[src/rtl/s2l_pkg.sv]
// shared types, constants and calendar functions for the solar to lunar date converter
// no dependencies; the other rtl files that use this package refer to it by scoped names
`default_nettype none

package s2l_pkg;

  localparam int TABLE_BYTES = 1024;
  localparam int ADDR_W      = $clog2(TABLE_BYTES);
  // wide enough for the largest table address a seven-bit year can produce
  localparam int CALC_W      = 11;

  localparam int YEAR_W  = 7;
  localparam int MONTH_W = 4;
  localparam int DAY_W   = 5;
  localparam int DOY_W   = 9;
  localparam int NY_W    = 8;
  localparam int LEN_W   = 5;
  localparam int SLOT_W  = 4;

  localparam logic MODE_WRITE   = 1'b0;
  localparam logic MODE_CONVERT = 1'b1;

  localparam logic [LEN_W-1:0]   LEN_SMALL      = 5'h1d;
  localparam logic [LEN_W-1:0]   LEN_BIG        = 5'h1e;
  localparam logic [NY_W-1:0]    JAN_DAYS       = 8'h1f;
  localparam logic [YEAR_W-1:0]  YEAR_LAST      = 7'h63;
  localparam logic [CALC_W-1:0]  YEAR_BIAS      = 11'd99;
  localparam logic [CALC_W-1:0]  BYTES_PER_YEAR = 11'd3;
  localparam logic [MONTH_W-1:0] MONTH_FIRST    = 4'd1;
  localparam logic [MONTH_W-1:0] MONTH_LAST     = 4'd12;
  localparam logic [MONTH_W-1:0] MONTH_FEB      = 4'd2;
  localparam logic [SLOT_W-1:0]  SLOT_FIRST     = 4'd1;
  localparam logic [SLOT_W-1:0]  SLOT_LAST      = 4'd12;
  localparam logic [SLOT_W-1:0]  SLOT_EXTRA     = 4'd13;
  localparam logic [1:0]         NY_IN_JAN      = 2'd1;

  typedef struct packed {
    logic               mode;
    logic [9:0]         table_index;
    logic [7:0]         table_byte;
    logic [YEAR_W-1:0]  solar_year;
    logic [MONTH_W-1:0] solar_month;
    logic [DAY_W-1:0]   solar_day;
  } in_req_t;

  typedef struct packed {
    logic [YEAR_W-1:0]  lunar_year;
    logic [MONTH_W-1:0] lunar_month;
    logic [DAY_W-1:0]   lunar_day;
    logic               century_back;
  } out_res_t;

  // month walk state
  typedef struct packed {
    logic               fwd;
    logic [DOY_W-1:0]   cnt;
    logic [SLOT_W-1:0]  slot;
    logic [MONTH_W-1:0] lm;
    logic               in_leap;
  } walk_t;

  typedef struct packed {
    logic             done;
    logic [DAY_W-1:0] day;
    walk_t            next;
  } step_t;

  // days before the first of a (clamped) gregorian month, common year
  function automatic logic [DOY_W-1:0] cum_days(input logic [MONTH_W-1:0] m);
    logic [DOY_W-1:0] d;
    case (m)
      4'd1:    d = 9'd0;
      4'd2:    d = 9'd31;
      4'd3:    d = 9'd59;
      4'd4:    d = 9'd90;
      4'd5:    d = 9'd120;
      4'd6:    d = 9'd151;
      4'd7:    d = 9'd181;
      4'd8:    d = 9'd212;
      4'd9:    d = 9'd243;
      4'd10:   d = 9'd273;
      4'd11:   d = 9'd304;
      4'd12:   d = 9'd334;
      default: d = 9'd0;
    endcase
    return d;
  endfunction

  // length of lunar month slot, big/small bits spread over the three year bytes
  function automatic logic [LEN_W-1:0] month_len(input logic [SLOT_W-1:0] slot,
                                                 input logic [7:0] b0,
                                                 input logic [7:0] b1,
                                                 input logic [7:0] b2);
    logic big;
    case (slot)
      4'd1:    big = b0[3];
      4'd2:    big = b0[2];
      4'd3:    big = b0[1];
      4'd4:    big = b0[0];
      4'd5:    big = b1[7];
      4'd6:    big = b1[6];
      4'd7:    big = b1[5];
      4'd8:    big = b1[4];
      4'd9:    big = b1[3];
      4'd10:   big = b1[2];
      4'd11:   big = b1[1];
      4'd12:   big = b1[0];
      4'd13:   big = b2[7];
      default: big = 1'b0;
    endcase
    return big ? LEN_BIG : LEN_SMALL;
  endfunction

  // day of the solar year on which lunar new year falls, zero based
  function automatic logic [NY_W-1:0] ny_offset(input logic [7:0] b2);
    logic [NY_W-1:0] nd;
    nd = {3'b000, b2[4:0]};
    if (b2[6:5] == NY_IN_JAN) begin
      return nd - 8'd1;
    end
    return nd + JAN_DAYS - 8'd1;
  endfunction

endpackage

`default_nettype wire

[src/rtl/s2l_month_step.sv]
// one step of the lunar month walk: length lookup, subtract and leap bookkeeping
// depends on s2l_pkg
`default_nettype none

module s2l_month_step (
  input  wire s2l_pkg::walk_t cur,
  input  wire logic [7:0]     byte0,
  input  wire logic [7:0]     byte1,
  input  wire logic [7:0]     byte2,
  output s2l_pkg::step_t      step
);

  logic [s2l_pkg::LEN_W-1:0]   len;
  logic [s2l_pkg::DOY_W-1:0]   len_x;
  logic [s2l_pkg::MONTH_W-1:0] leap;
  logic [s2l_pkg::MONTH_W-1:0] lm_dn;

  always_comb begin
    len   = s2l_pkg::month_len(cur.slot, byte0, byte1, byte2);
    len_x = {{(s2l_pkg::DOY_W - s2l_pkg::LEN_W){1'b0}}, len};
    leap  = byte0[7:4];
    lm_dn = cur.in_leap ? cur.lm : cur.lm - 1'b1;

    step.next = cur;
    step.done = 1'b0;
    step.day  = '0;

    if (cur.fwd) begin
      if (cur.cnt >= len_x) begin
        step.next.cnt  = cur.cnt - len_x;
        step.next.slot = cur.slot + 1'b1;
        if (cur.lm == leap) begin
          step.next.in_leap = !cur.in_leap;
          // leaving the leap copy moves on to the next month number
          if (cur.in_leap) begin
            step.next.lm = cur.lm + 1'b1;
          end
        end else begin
          step.next.lm = cur.lm + 1'b1;
        end
      end else begin
        step.done = 1'b1;
        step.day  = cur.cnt[s2l_pkg::DAY_W-1:0] + 1'b1;
      end
    end else begin
      if (cur.cnt > len_x) begin
        step.next.cnt  = cur.cnt - len_x;
        step.next.slot = cur.slot - 1'b1;
        step.next.lm   = lm_dn;
        if (lm_dn == leap) begin
          step.next.in_leap = !cur.in_leap;
        end
      end else begin
        step.done = 1'b1;
        step.day  = len - cur.cnt[s2l_pkg::DAY_W-1:0] + 1'b1;
      end
    end
  end

endmodule

`default_nettype wire

[config.mk]
export PLATFORM = sky130hd
export DESIGN_NAME = s2l_month_step
export DESIGN_NICKNAME = d
export VERILOG_FILES = /design/src/rtl/s2l_pkg.sv /design/src/rtl/s2l_month_step.sv
export SDC_FILE = /design/constraint.sdc
export NUM_CORES = 1
export LEC_CHECK = 0
export BUFFER_PORTS_ARGS = -buffer_cell sky130_fd_sc_hd__buf_2
export CAP_MARGIN = 20
export CORE_AREA = 2 2 54 56
export DETAILED_ROUTE_END_ITERATION = 8
export DIE_AREA = 0 0 56 58
export MAX_ROUTING_LAYER = met4
export PLACE_DENSITY = 0.84
export SYNTH_ARGS = -nofsm -noshare
export SYNTH_HDL_FRONTEND = slang
export SYNTH_SLANG_ARGS = --single-unit
[constraint.sdc]
create_clock -name vclk -period 2.43
set_input_delay 0 -clock vclk [all_inputs]
set_output_delay 0 -clock vclk [all_outputs]
set_load 0.02 [all_outputs]
==> flow_metrics.py <==
metrics = {
    "layout": {
        "final_cell_mix": "buf_4 (40), buf_2 (39), inv_1 (14)",
        "layout.nets": 304,
        "final_common_cell": "buf_4",
        "seq_cells": 0,
        "ff_latch_area_um2": 0,
        "area_delta_synth_final_pct": 78.8,
        "num_antenna_cells": 0,
        "clkbuf_count": 0,
        "fin_area_mm2": 0.00207,
        "drive_above_1_share": 0.567,
    },
    "placed_design": {
        "place_area_mm2": 0.00164,
        "port_buffers": 61,
        "gp_congestion": 0.950,
        "hpwl_um": 2780,
    },
    "sta": {
        "fin_crit_ps": 2590,
        "finalSetupViolations": 22,
        "relSlewSlack": 0.630,
        "drv_slew": 0,
        "rsz0062_at_grt": "yes",
        "whs_ps": 327,
        "max_clock_freq_mhz": 386,
        "finalHoldViolCount": 0,
        "period_share": 1.07,
        "setup_ws_ps": -160,
        "worst_slew_pin_slew_ps": 551,
    },
    "setup_path": {
        "crit_fanout": 4,
        "required_ps": 2430,
        "cp_slowest_stage_delay_ps": 360,
        "critical_path_class": "in2out",
        "startpoint_type": "input pin",
        "endpoint_kind": "output port",
        "crit_path_top_delay_cell": "a222oi_1",
        "cpMostUsedCell": "buf_4",
        "arrival_ps": 2590,
        "crit_chain": "buf_12, ha_4, a222oi_1, a21oi_1, nand2_1, and3_4, ha_4, nand4_1, buf_4, o211ai_1, buf_4, a21oi_2, a22oi_2, xnor2_1, buf_4",
    },
    "routing": {
        "vias_per_cell": 5.82,
        "first_iter_violations": 84,
        "drt-wirelength-per-cell_um": 16.7,
        "drc": 0,
        "postRouteAntennaNets": 0,
        "wirelength_um": 4520,
        "num_vias": 1576,
        "drt-pass1-iter-count": 5,
    },
    "global_route": {
        "antenna_found_initial": 0,
        "grt.overflow.total": 0,
        "grt_max_degree": 11,
        "grt_pass1_vias": 1431,
        "grt_pass1_wl_um": 5870,
        "grt_usage": 0.221,
    },
    "pwr": {
        "peakVddDrop_mv": 0.206,
        "power_density_mw_per_mm2": 260,
        "leakage_nw": 0.931,
    },
    "synth": {
        "synthCells": 155,
        "syn_area_mm2": 0.00116,
        "synth-xor-area-share": 0.195,
        "synth_top_family_by_area": "compound AO/OA/AOI/OAI gates",
        "yosysSeqAreaShare": 0,
        "synth_cell_types": 49,
        "ys_warn_count": 0,
        "syn_avg_cell_area_um2": 7.47,
        "muxShareOfSynthArea": 0.0173,
        "synthAdderAreaFrac": 0.218,
        "syn_nets": 217,
        "synth_compound_area_frac": 0.271,
        "synthSimpleGateAreaFrac": 0.217,
    },
    "floorplan": {
        "start_util": 0.435,
        "num_io_pins": 68,
        "fp.dieH_um": 58,
        "die_area_mm2": 0.00325,
        "die_x_um": 56,
        "std_cell_rows": 19,
        "coreArea_mm2": 0.00266,
    },
    "min_path": {
        "min_path_cells": 3,
        "min_path_type": "in2out",
        "hp-start": "cur[4]",
        "min_to": "step[4]",
    },
    "status": {
        "violations": "setup timing",
        "status": "finished, violations left",
    },
    "clock_network": {
        "cts_hold_buf": 0,
    },
    "job": {
        "maxCapViolCount": 0,
    },
}
==> worst max path at each step <==
stage,from,endpoint,depth (start not counted)
3_5_place_dp,cur[6],step[22],16
6_report,cur[5],step[7],15
4_1_cts,cur[5],step[15],15
2_1_floorplan,cur[6],step[9],12
5_1_grt,cur[5],step[7],15
3_3_place_gp,cur[6],step[1],15
==> area by class of cell <==
class | count | area [um^2]
timing repair buffer | 90 | 632
fill | 177 | 591
multi-input combinational | 133 | 1330
inverter | 17 | 68.8
tap | 31 | 38.8
==> per-stage QoR <==
step | util | setup TNS, ps | total power [mW] | instances | setup slack (ps)
floorplan | - | 0 | 0.245 | 155 | 12.0
global placement | 0.617 | -1880 | 0.391 | 263 | -150
detailed placement | 0.617 | -2530 | 0.401 | 263 | -183
CTS | 0.668 | -0.338 | 0.437 | 265 | -0.338
global route | 0.778 | -4020 | 0.572 | 271 | -299
finish | 0.778 | -1570 | 0.538 | 271 | -160
==> report_power, final <==
part | total (mW) | internal [mW] | switching (mW)
clock network | 0 | 0 | 0
registers | 0 | 0 | 0
logic | 0.538 | 0.256 | 0.282
==> synth_stat cells (2+ instances only) <==
| master | instances | share of area |
|---|---|---|
| nand2b_1 | 2 | 0.011 |
| a22oi_1 | 3 | 0.019 |
| a2bb2oi_1 | 2 | 0.015 |
| nor2b_1 | 4 | 0.022 |
| o211ai_1 | 2 | 0.013 |
| ha_1 | 17 | 0.18 |
| mux2i_1 | 2 | 0.017 |
| nor2_1 | 3 | 0.0097 |
| xor2_1 | 11 | 0.083 |
| fa_1 | 2 | 0.035 |
| a31oi_1 | 2 | 0.011 |
| clkbuf_1 | 3 | 0.0097 |
| xnor2_1 | 13 | 0.098 |
| nor3_1 | 3 | 0.013 |
| inv_1 | 17 | 0.055 |
| o21ai_0 | 9 | 0.039 |
| nand3_1 | 10 | 0.043 |
| a21oi_1 | 6 | 0.026 |
| nor2_2 | 2 | 0.011 |
| nand2_1 | 8 | 0.026 |
| o22ai_1 | 6 | 0.032 |
==> kinds of logic after synthesis <==
logic type               count (synthesis)
AO/OA/AOI/OAI                           44
XOR/XNOR                                25
adder cells (fa/ha/maj)                 19
buffers and inverters                   22
multiplexers                             2
AND/OR/NAND/NOR                         43
==> timing repair <==
item | CTS | global route
setup buffers | 1 | 6
endpoints found under the hold margin | 0 | 0
pin swaps | 9 | 15
gates cloned | 1 | 0
resized for setup | 29 | 65
endpoints found under the setup margin | 22 | 24
==> critical path: cells and delay by family <==
| family | cells | cell delay [ps] |
|---|---|---|
| buffers and inverters | 4 | 620 |
| AND/OR/NAND/NOR | 3 | 440 |
| XOR/XNOR | 1 | 200 |
| adder cells (fa/ha/maj) | 2 | 380 |
| AO/OA/AOI/OAI | 5 | 950 |
==> per-layer routing <==
metal / global-route usage / part of all wire / up-vias
met5: - / 0 / -
met4: 0.0374 / 0.031 / 0
met3: 0.00893 / 0.051 / 16
met2: 0.442 / 0.53 / 89
met1: 0.245 / 0.39 / 740
li1: - / - / 731
No activity file was read; power rests on OpenSTA's default activity.
